[src/design/assert_macros.svh]
// assert_macros.svh: assertion shorthands shared by the deframer rtl
// no dependencies; expects clk_i and rst_ni in the including scope
`ifndef ASSERT_MACROS_SVH
`define ASSERT_MACROS_SVH

// clocked property, disabled while reset is held
`define ASSERT_CLK(label, prop, msg) \
  label: assert property (@(posedge clk_i) disable iff (!rst_ni) prop) else $error(msg);

// condition that must never be seen at a clock edge
`define ASSERT_NEVER(label, expr, msg) \
  `ASSERT_CLK(label, !(expr), msg)

`endif

[src/design/pgpdf_pkg.sv]
// pgpdf_pkg: types and constants of the packet header deframer
// used by pgpdf_core and pgp_packet_header_deframer_top; no dependencies
`timescale 1ns / 1ps

package pgpdf_pkg;

  // one raw message byte
  typedef struct packed {
    logic [7:0] data_byte;
    logic       end_of_message;
  } in_item_t;

  // one result item
  typedef struct packed {
    logic [1:0]  kind;
    logic [4:0]  packet_type;
    logic        new_format;
    logic [2:0]  header_length;
    logic [31:0] content_length;
    logic [7:0]  content_byte;
    logic        last_of_packet;
    logic [1:0]  error_code;
  } out_item_t;

  // result with its valid flag, from the parser to the output register
  typedef struct packed {
    logic      valid;
    out_item_t item;
  } res_t;

  // parser phase
  typedef enum logic [2:0] {
    PH_TAG       = 3'd0,
    PH_ACCUM     = 3'd1,
    PH_NEWFIRST  = 3'd2,
    PH_NEWSECOND = 3'd3,
    PH_BODY      = 3'd4,
    PH_DISCARD   = 3'd5
  } phase_e;

  // result kinds
  localparam logic [1:0] KIND_HEADER  = 2'd0;
  localparam logic [1:0] KIND_CONTENT = 2'd1;
  localparam logic [1:0] KIND_ERROR   = 2'd2;

  // error codes
  localparam logic [1:0] ERR_NONE        = 2'd0;
  localparam logic [1:0] ERR_INVALID_TAG = 2'd1;
  localparam logic [1:0] ERR_UNSUPP_LEN  = 2'd2;
  localparam logic [1:0] ERR_TRUNCATED   = 2'd3;

  // old-format length type codes (tag bits 1..0)
  localparam logic [1:0] OLD_LEN_ONE  = 2'd0;
  localparam logic [1:0] OLD_LEN_TWO  = 2'd1;
  localparam logic [1:0] OLD_LEN_FOUR = 2'd2;

  // new-format first length byte ranges
  localparam logic [7:0]  NEW_LEN_ONE_MAX  = 8'd191;
  localparam logic [7:0]  NEW_LEN_TWO_MAX  = 8'd223;
  localparam logic [7:0]  NEW_LEN_FIVE     = 8'hFF;
  localparam logic [31:0] NEW_LEN_TWO_BIAS = 32'd192;

endpackage

[src/design/pgpdf_core.sv]
// pgpdf_core: header parser state and per-byte decode of the deframer
// depends on pgpdf_pkg and assert_macros.svh
`timescale 1ns / 1ps
`include "assert_macros.svh"

module pgpdf_core import pgpdf_pkg::*; (
  input  logic     clk_i,
  input  logic     rst_ni,
  input  logic     step_i,
  input  in_item_t in_item_i,
  output res_t     res_o
);

  phase_e      phase_q, phase_d, phase_step;
  logic [2:0]  lbl_q, lbl_d, lbl_s;
  logic [31:0] acc_q, acc_d, acc_s;
  logic [31:0] cl_q, cl_d, cl_s;
  logic [4:0]  type_q, type_d, type_s;
  logic        nf_q, nf_d, nf_s;
  logic [2:0]  hl_q, hl_d, hl_s;

  logic [7:0]  b;
  logic        eom;
  logic        fin, err_v, body_res, trunc_fin, err_any;
  logic [31:0] fin_len;
  logic [1:0]  err_code_s;

  assign b   = in_item_i.data_byte;
  assign eom = in_item_i.end_of_message;

  // per-phase decode of the current byte
  always_comb begin
    fin        = 1'b0;
    fin_len    = '0;
    err_v      = 1'b0;
    err_code_s = ERR_NONE;
    body_res   = 1'b0;
    phase_step = phase_q;
    acc_s      = acc_q;
    lbl_s      = lbl_q;
    cl_s       = cl_q;
    type_s     = type_q;
    nf_s       = nf_q;
    hl_s       = hl_q;
    case (phase_q)
      PH_ACCUM: begin
        acc_s = {acc_q[23:0], b};
        lbl_s = lbl_q - 3'd1;
        if (lbl_s == 3'd0) begin
          fin     = 1'b1;
          fin_len = acc_s;
        end else if (eom) begin
          err_v      = 1'b1;
          err_code_s = ERR_TRUNCATED;
        end
      end
      PH_NEWFIRST: begin
        if (b <= NEW_LEN_ONE_MAX) begin
          hl_s    = 3'd2;
          fin     = 1'b1;
          fin_len = {24'b0, b};
        end else if (b <= NEW_LEN_TWO_MAX) begin
          // two-byte length: high part is first byte minus 192
          hl_s  = 3'd3;
          acc_s = {19'b0, b[4:0], 8'b0};
          if (eom) begin
            err_v      = 1'b1;
            err_code_s = ERR_TRUNCATED;
          end else begin
            phase_step = PH_NEWSECOND;
          end
        end else if (b != NEW_LEN_FIVE) begin
          // partial body length
          err_v      = 1'b1;
          err_code_s = ERR_UNSUPP_LEN;
        end else begin
          hl_s  = 3'd6;
          acc_s = '0;
          lbl_s = 3'd4;
          if (eom) begin
            err_v      = 1'b1;
            err_code_s = ERR_TRUNCATED;
          end else begin
            phase_step = PH_ACCUM;
          end
        end
      end
      PH_NEWSECOND: begin
        fin     = 1'b1;
        fin_len = acc_q + {24'b0, b} + NEW_LEN_TWO_BIAS;
      end
      PH_BODY: begin
        cl_s = cl_q - 32'd1;
        if (cl_s != 32'd0 && eom) begin
          err_v      = 1'b1;
          err_code_s = ERR_TRUNCATED;
        end else begin
          body_res = 1'b1;
          if (cl_s == 32'd0) begin
            phase_step = PH_TAG;
          end
        end
      end
      PH_DISCARD: begin
        if (eom) begin
          phase_step = PH_TAG;
        end
      end
      default: begin
        // tag byte
        if (!b[7]) begin
          err_v      = 1'b1;
          err_code_s = ERR_INVALID_TAG;
        end else if (b[6]) begin
          nf_s   = 1'b1;
          type_s = b[4:0];
          if (eom) begin
            err_v      = 1'b1;
            err_code_s = ERR_TRUNCATED;
          end else begin
            phase_step = PH_NEWFIRST;
          end
        end else begin
          nf_s   = 1'b0;
          type_s = {1'b0, b[5:2]};
          case (b[1:0])
            OLD_LEN_ONE: begin
              hl_s  = 3'd2;
              lbl_s = 3'd1;
            end
            OLD_LEN_TWO: begin
              hl_s  = 3'd3;
              lbl_s = 3'd2;
            end
            OLD_LEN_FOUR: begin
              hl_s  = 3'd5;
              lbl_s = 3'd4;
            end
            default: begin
              // indeterminate length
              err_v      = 1'b1;
              err_code_s = ERR_UNSUPP_LEN;
            end
          endcase
          if (!err_v) begin
            acc_s = '0;
            if (eom) begin
              err_v      = 1'b1;
              err_code_s = ERR_TRUNCATED;
            end else begin
              phase_step = PH_ACCUM;
            end
          end
        end
      end
    endcase
  end

  // a complete header with a body cannot end the message
  assign trunc_fin = fin && (fin_len != 32'd0) && eom;
  assign err_any   = err_v || trunc_fin;

  // next phase
  always_comb begin
    if (err_any) begin
      phase_d = eom ? PH_TAG : PH_DISCARD;
    end else if (fin) begin
      phase_d = (fin_len != 32'd0) ? PH_BODY : PH_TAG;
    end else begin
      phase_d = phase_step;
    end
  end

  // next counters and held header fields
  always_comb begin
    acc_d  = acc_s;
    lbl_d  = lbl_s;
    cl_d   = cl_s;
    type_d = type_s;
    nf_d   = nf_s;
    hl_d   = hl_s;
    if (err_any) begin
      acc_d = '0;
      lbl_d = '0;
      cl_d  = '0;
    end else if (fin) begin
      acc_d = '0;
      lbl_d = '0;
      cl_d  = fin_len;
    end
  end

  // result of this byte
  always_comb begin
    res_o       = '0;
    res_o.valid = err_any || fin || body_res;
    if (err_any) begin
      res_o.item.kind       = KIND_ERROR;
      res_o.item.error_code = trunc_fin ? ERR_TRUNCATED : err_code_s;
    end else if (fin) begin
      res_o.item.kind           = KIND_HEADER;
      res_o.item.packet_type    = type_s;
      res_o.item.new_format     = nf_s;
      res_o.item.header_length  = hl_s;
      res_o.item.content_length = fin_len;
      res_o.item.last_of_packet = (fin_len == 32'd0);
    end else if (body_res) begin
      res_o.item.kind           = KIND_CONTENT;
      res_o.item.packet_type    = type_s;
      res_o.item.new_format     = nf_s;
      res_o.item.header_length  = hl_s;
      res_o.item.content_byte   = b;
      res_o.item.last_of_packet = (cl_s == 32'd0);
    end
  end

  // state registers, advanced once per accepted byte
  always_ff @(posedge clk_i or negedge rst_ni) begin
    if (!rst_ni) begin
      phase_q <= PH_TAG;
      lbl_q   <= '0;
      acc_q   <= '0;
      cl_q    <= '0;
      type_q  <= '0;
      nf_q    <= 1'b0;
      hl_q    <= '0;
    end else if (step_i) begin
      phase_q <= phase_d;
      lbl_q   <= lbl_d;
      acc_q   <= acc_d;
      cl_q    <= cl_d;
      type_q  <= type_d;
      nf_q    <= nf_d;
      hl_q    <= hl_d;
    end
  end

  `ASSERT_CLK(a_body_has_bytes, phase_q == PH_BODY |-> cl_q != 32'd0, "body phase with no bytes left")
  `ASSERT_CLK(a_accum_count, phase_q == PH_ACCUM |-> (lbl_q != 3'd0 && lbl_q <= 3'd4), "length byte count out of range")
  `ASSERT_NEVER(a_discard_silent, step_i && phase_q == PH_DISCARD && res_o.valid, "result while discarding")

endmodule

[src/design/pgp_packet_header_deframer_top.sv]
// pgp_packet_header_deframer_top: top level of the packet header deframer
// depends on pgpdf_pkg, pgpdf_core and assert_macros.svh
//
// Usage:
//   in channel:  in_valid_i / in_stall_o / in_item_i carries one message byte
//                and its end-of-message flag per transfer.
//   out channel: out_valid_o / out_stall_i / out_item_o carries one result
//                per transfer: a decoded header, a content byte or an error.
//   A byte produces zero or one result. Results leave from an output
//   register in the cycle after the byte transfer.
//   Throughput is one byte per cycle unless the receiver stalls: the parser
//   steps once per byte; the output register refills in the cycle it drains.
//   While a result waits and the receiver stalls, in_stall_o is raised and
//   the parser state and the waiting result hold.
//   Reset clears the output register and puts the parser in front of a tag
//   byte; no clearing pass is needed. After an error, bytes are dropped
//   without results until a byte that ends the message.
`timescale 1ns / 1ps
`include "assert_macros.svh"

module pgp_packet_header_deframer_top import pgpdf_pkg::*; (
  input  logic      clk_i,
  input  logic      rst_ni,
  input  logic      in_valid_i,
  output logic      in_stall_o,
  input  in_item_t  in_item_i,
  output logic      out_valid_o,
  input  logic      out_stall_i,
  output out_item_t out_item_o
);

  logic      in_xfer;
  res_t      res;
  logic      out_valid_q, out_valid_d;
  out_item_t out_item_q, out_item_d;

  // stall input only when a waiting result cannot leave
  assign in_stall_o = out_valid_q && out_stall_i;
  assign in_xfer    = in_valid_i && !in_stall_o;

  pgpdf_core u_core (
    .clk_i     (clk_i),
    .rst_ni    (rst_ni),
    .step_i    (in_xfer),
    .in_item_i (in_item_i),
    .res_o     (res)
  );

  // output register next value
  always_comb begin
    out_valid_d = out_valid_q;
    out_item_d  = out_item_q;
    if (in_xfer) begin
      out_valid_d = res.valid;
      out_item_d  = res.item;
    end else if (!out_stall_i) begin
      out_valid_d = 1'b0;
    end
  end

  // output register
  always_ff @(posedge clk_i or negedge rst_ni) begin
    if (!rst_ni) begin
      out_valid_q <= 1'b0;
      out_item_q  <= '0;
    end else begin
      out_valid_q <= out_valid_d;
      out_item_q  <= out_item_d;
    end
  end

  assign out_valid_o = out_valid_q;
  assign out_item_o  = out_item_q;

  `ASSERT_CLK(a_err_has_code, out_valid_q && out_item_q.kind == KIND_ERROR |-> out_item_q.error_code != ERR_NONE, "error result without code")
  `ASSERT_CLK(a_content_no_len, out_valid_q && out_item_q.kind == KIND_CONTENT |-> out_item_q.content_length == 32'd0 && out_item_q.error_code == ERR_NONE, "content result with header fields")
  `ASSERT_CLK(a_result_from_byte, $rose(out_valid_q) |-> $past(in_xfer), "result without a byte transfer")

endmodule
[config.mk]
export PLATFORM = sky130hd
export DESIGN_NAME = pgp_packet_header_deframer_top
export DESIGN_NICKNAME = d
export VERILOG_FILES = /design/src/design/pgpdf_pkg.sv /design/src/design/pgpdf_core.sv /design/src/design/pgp_packet_header_deframer_top.sv
export VERILOG_INCLUDE_DIRS = /design/src /design/src/design
export SDC_FILE = /design/constraint.sdc
export NUM_CORES = 1
export LEC_CHECK = 0
export BUFFER_PORTS_ARGS = -buffer_cell sky130_fd_sc_hd__buf_2
export CORE_MARGIN = 2
export CORE_UTILIZATION = 60
export CTS_BUF_LIST = sky130_fd_sc_hd__clkbuf_2
export CTS_CLUSTER_DIAMETER = 80
export DETAILED_ROUTE_END_ITERATION = 10
export GPL_ROUTABILITY_DRIVEN = 0
export PLACE_DENSITY = 0.81
export SLEW_MARGIN = 20
export SYNTH_ARGS = -nofsm -noshare
export SYNTH_HDL_FRONTEND = slang
export SYNTH_SLANG_ARGS = --single-unit
[constraint.sdc]
create_clock -name clk_i -period 8.7 [get_ports clk_i]
set_input_delay 1.74 -clock clk_i [delete_from_list [all_inputs] [get_ports clk_i]]
set_output_delay 1.74 -clock clk_i [all_outputs]
set_load 0.01 [all_outputs]
# --- Word-level counts from Yosys, hierarchy flattened ---
# Index checks and enable logic that the tools add are counted.
classes:
  mux: 97
  reduce_logical: 28
  eq_ne: 23
  n_addsub: 4
  order_cmp: 2
op_table:
  columns: ["operator", "n"]
  rows:
  - ["$mux 32", 13]
  - ["$pmux 32 s3", 2]
  - ["$logic_not 32->1", 3]
  - ["$mux 3", 28]
  - ["$reduce_bool 32->1", 2]
  - ["$mux 50", 1]
  - ["$add 32x8->32", 1]
  - ["$add 32x8->32 const B", 1]
  - ["$sub 32x1->32 const B", 1]
  - ["$mux 2", 14]
  - ["$pmux 3 s3", 3]
  - ["$mux 1", 23]
  - ["$mux 10", 2]
  - ["$ne 4x2->1 const B", 5]
  - ["$le 8x8->1 const B", 2]
  - ["$mux 8", 2]
  - ["$mux 5", 3]
  - ["$pmux 3 s4", 1]
  - ["$reduce_and 11->1", 1]
  - ["$ne 5x3->1 const B", 2]
  - ["$mux 9", 1]
  - ["$ne 8x8->1 const B", 1]
  - ["$pmux 2 s4", 1]
  - ["$reduce_and 8->1", 1]
  - ["29 further kinds", 40]
word_totals:
  word_cells: 170
  reg_bits: 134
  inputBits: 13
  output_inout_bits: 56

# --- Logic depth before layout (Yosys ltp) ---
depth:
  depth_word: 14
  depth_mapped: 15
  ltp_nobuf: 13

# --- Modules after synthesis ---
# From an unflattened synthesis, not the netlist that was laid out.
hier_totals:
  cells_unflattened: 1082
  area_unflattened_um2: 9589.2
modules_own_cells:
  columns: ["module", "seq_area_each_um2", "area_each_um2", "instances", "cells_per_inst"]
  rows:
  - ["pgpdf_core", 1976.9, 7268.2, 1, 964]
  - ["pgp_packet_header_deframer_top", 1376.3, 2321.0, 1, 118]

# --- Least setup slack after synthesis ---
# OpenSTA, ideal clock, no wires.
synth_path:
  path_kind: "input-to-reg"
  from: "input port in_item_i[7] in the netlist's numbering"
  to: "register out_item_q, in the netlist out_item_o[50]"
  required_ns: 8.604
  n_path_buf: 1
  arrival_ns: 5.105
  setup_time_ns: 0.096
  stages: 14
  slack_ns: 3.499
  cell_sequence: "clkbuf_1 > inv_1 > ha_1 > inv_1 > ha_1 > nand2_1 > a211oi_2 > o21ai_1 > o311ai_0 > nand3_1 > or4_1 > nor3_2 > a31oi_1 > o31ai_1"
synth_between:
  elab_chain_cells: 8
  word_cells_on_any_way: 26
  cone_classes: "add/sub: 2; order compare: 2; eq/ne: 1; mux: 17; reduce/logical: 4"
synth_lines:
  columns: ["element", "line_no", "text"]
  rows:
  - ["start, declared", "pgp_packet_header_deframer_top.sv:26", "input in_item_t in_item_i,"]
  - ["$add 32x8->32 / $le 8x8->1 (equally long branches)", "pgpdf_core.sv:90, pgpdf_core.sv:58", null]
  - ["$add 32x8->32 / $mux 8 (equally long branches)", "pgpdf_core.sv:90, pgpdf_core.sv:58", null]
  - ["$pmux 32 s3", "pgpdf_core.sv:45", "case (phase_q)"]
  - ["$reduce_bool 32->1", "pgpdf_core.sv:160", "assign trunc_fin = fin && (fin_len != 32'd0) && eom;"]
  - ["$logic_and 1x1->1 (2 in a row)", "pgpdf_core.sv:160", null]
  - ["$logic_or 1x1->1", "pgpdf_core.sv:161", "assign err_any = err_v || trunc_fin;"]
  - ["$mux 50 (*)", "pgpdf_core.sv:197", "if (err_any) begin"]
  - ["end signal, assigned", "pgp_packet_header_deframer_top.sv:68", "out_item_q <= out_item_d;"]
  - ["end, declared", "pgp_packet_header_deframer_top.sv:35", "out_item_t out_item_q, out_item_d;"]
# Mark *: on every way between the ends. The rest lies on a longest branch, timed or not.
# A chain may end at the register's enable or synchronous reset.

# --- Worst setup path in the final report ---
layout_path:
  from: "input port in_item_i[7] in the netlist's numbering"
  to: "register out_item_q, in the netlist out_item_o[43]"
layout_between:
  elab_chain_cells: 8
  word_cells_on_any_way: 29
  cone_classes: "add/sub: 2; order compare: 2; eq/ne: 1; mux: 20; reduce/logical: 4"
layout_lines:
  columns: ["element", "line_no", "text"]
  rows:
  - ["$add 32x8->32 (tied with other cells) (2 in a row)", "pgpdf_core.sv:90", "fin_len = acc_q + {24'b0, b} + NEW_LEN_TWO_BIAS;"]
  - ["$pmux 32 s3 / $mux 3 (equally long branches)", "pgpdf_core.sv:45, pgpdf_core.sv:62", null]
  - ["$reduce_bool 32->1 / $mux 3 (equally long branches)", "pgpdf_core.sv:160, pgpdf_core.sv:58", null]
  - ["$logic_and 1x1->1 / $pmux 3 s2 (equally long branches)", "pgpdf_core.sv:160, pgpdf_core.sv:45", null]
  - ["$logic_and 1x1->1 / $mux 10 (equally long branches)", "pgpdf_core.sv:160, pgpdf_core.sv:207", null]
  - ["$logic_or 1x1->1 / $mux 10 (equally long branches)", "pgpdf_core.sv:161, pgpdf_core.sv:200", null]
  - ["$mux 50 (*)", "pgpdf_core.sv:197", null]
# Marks and branches as above.

==> metrics <==
Cells after Synth 1084; pre-CTS setup slack 2.64 ns; Final setup viols 0; relative slew slack a little under a third; first-pass GRT wire length 43100 um; top cells by area, synth dfrtp_1, nand2_1, o21ai_0, a22o_1, ha_1; # rows 44; delay-heaviest family, CP compound AO/OA/AOI/OAI gates; Nets 1137; hold_buf cts 0; Post-DRT Antenna Nets 0; DRC 0; H-tree Lvls 4; P&R area growth vs syn 6.61%; crit end category flip-flop; routed wire length between 20000 and 30000 um; worst-path cell chain buf_2 -> inv_1 -> ha_1 -> inv_1 -> ha_1 -> nand2_1 -> a211oi_2 -> o21ai_1 -> o311ai_0 -> nand3_1 -> or4_1 -> nor3_2 -> a31oi_1 -> o31ai_1; leakage around 4.4 nW; Synth top cells by count nand2_1, dfrtp_1, o21ai_0; CP max stage cell or4_1; Core ar. 14600 um^2; Buf/Inv on CP 3; clock sink count approximately 130; HPWL Detailed between 15000 and 20000 um; I/O pin count between 60 and 70; Fillers approximately 1300; Clock Path Buffers 2; Worst Tran Pin Value between 1 and 1.5 ns; Yosys top cell area share a little under two fifths; wire per inst roughly 21 um; EDFF count, synth 0; GRT Residual Overflow 0; RSZ-0062 raised after global routing no; CTS Buf Count 17; initial DRC count approximately 1300; clk root buf clkbuf_2; CTS tree yes; count of final max-slew check failures 0; clk slew on worst S/H paths ~0.19 ns; xor/xnor share of the synthesized area just over 3%; CP startpoint kind input port; critical path class in -> reg; post-synth cell types 74; Max VDD drop approximately 0.00019 V; CP Data Required Time 9.35 ns; Max FO, Critical Path 19; largest net degree at the start of global routing 85; GRT Util Overall about a third; Port Buf Inserts 68; Die Y-Extent 127 um; sequential cell area fraction in the yosys report 36.9%; placed cell area ~9400 um^2; Post-Route Utilization 66.2%; initial antenna violation count 2; Vias/cell between 6 and 7; Critical Path AT ~6.0 ns; Hold Crit Class reg -> reg; register bit total from synthesis around 130; Post-synth ARST share 100%; number of global-route vias before repair slightly above 8000; crit path setup slack, layout roughly 3.4 ns; most common cell in the netlist nand2_1; Primary FF master, synth dfrtp_1; status complete, no violations; largest area contributor in the netlist dfrtp_1; postcts setup bufs 0; Die Wd roughly 130 um; Net Count, Synth 1124; largest family of logic cells by synthesized area compound AO/OA/AOI/OAI gates; compound-cell area share of the yosys netlist between 20% and 30%; DR vias between 8000 and 9000; post_cts resized 0; Clock Latency Late Sink roughly 0.76 ns; clk_skew 0.0363 ns; Final Cell Area 9690 um^2; syn avg cell area between 8 and 9 um^2; PwrDens 326 nW/um^2; post-synthesis mux area share under 10%; DRT Pass-1 Iters 6; setup TNS 0 ns; final hold vios 0; final worst-path cycle share between 60 and 70%; adder-cell share of the synthesized area approximately 3.8%; layout cells sized above 1 between 10% and 20%; Fmax achieved roughly 0.19 GHz; initial core utilization between 60% and 70%; Post-Synth Simple-Gate Area a little under a quarter; min Tclk post-route approximately 5.3 ns; max_cap viols 0; Die ar. about 16000 um^2; Critical Path Max Stage Delay about 0.53 ns; synthesized area just over 9000 um^2; Synth Warn # 0
[layout by cell type (no fill, tap or decap), types with 9 or more instances in the layout]
cell        n
a211oi_1    9
a21o_1     11
a21oi_1    29
a22o_1     41
a22oi_1    32
a31oi_1    11
and2_1     10
buf_2      67
buf_4      13
clkbuf_2   19
dfrtp_1   134
ha_1       26
inv_1      29
mux2i_1    12
nand2_1   154
nand3_1    19
nand4_1    17
nor2_1     69
nor3_1     36
nor4_1     25
o211ai_1   11
o21ai_0   110
o31ai_1    34
or3_1      17
or4_1      12
xnor2_1    20
xor2_1     12
[path summary, 6_finish.rpt]
| kind | start | end | slack (ns) | cells past startpoint |
|---|---|---|---|---|
| max | in_item_i[7] | out_item_o[43] | 3.36 | 14 |
| min | out_item_o[52] | out_item_o[52] | 0.49 | 1 |
| max reg2reg | u_core.acc_q[1] | out_item_o[43] | 4.07 | 13 |
| min reg2reg | out_item_o[52] | out_item_o[52] | 0.49 | 1 |
| max in group asynchronous | rst_ni | out_item_o[43] | 6.51 | 2 |
| min in group asynchronous | rst_ni | u_core.acc_q[0] | 1.00 | 1 |
[power by group]
group | internal, W | total, W | switching, W
Combinational | 0.000633 | 0.00175 | 0.00112
Clock | 0.000162 | 0.000409 | 0.000247
Sequential | 0.000756 | 0.000998 | 0.000242
Total | 0.00155 | 0.00316 | 0.00161
[cells by family after synthesis]
kind of cell | after synthesis
muxes | 17
xor gates and xnor gates | 32
DFF | 134
and+or+nand+nor | 420
adders and majority gates | 27
buffers and inverters | 117
AOI/OAI and AO/OA | 337
[per-layer routing]
metal / GRT usage, % / vias up / wire [um]
met3: 7.08 / 101 / 2750
met1: 45.6 / 4226 / 10600
met5: 0 / - / 0
li1: - / 4035 / -
met2: 54.1 / 567 / 12500
met4: 13.0 / 0 / 1020
[layout make-up]
type                            count  area (um^2)  area share [%]
Inverter                           29          109            1.12
Multi-Input combinational cell    833         5270            54.4
Antenna cell                        1         2.50          0.0258
Sequential cell                   134         3350            34.6
Clock buffer                       19         95.1           0.981
Tap cell                          184          230            2.38
Timing Repair Buffer               82          472            4.87
Clock inverter                     12          155            1.60
[worst register-to-register path: cells and delay by family, from the launching register on]
kind	cells	cell delay, ns
adder cells (fa/ha/maj)	3	0.86
AND/OR/NAND/NOR	4	1.27
buffers and inverters	1	0.06
AO/OA/AOI/OAI	5	1.87
flip-flops	1	0.48
[metrics by stage]
step	total power [W]	hold WS, ns	std cells
after CTS	0.00310	0.500	1292
after global placement	0.00266	0.455	1261
after detailed placement	0.00269	0.461	1261
after floorplan	0.00227	0.450	1084
final	0.00316	0.494	1294
after global routing	0.00339	0.528	1294
[flip-flops by register name, summed over array words and instances (netlist names)]
name            count
u_core.lbl_q        3
out_item_o         54
u_core.hl_q         3
u_core.type_q       5
u_core.cl_q        32
u_core.phase_q      3
out_valid_o         1
u_core.nf_q         1
u_core.acc_q       32
No activity file was read; power rests on OpenSTA's default activity.
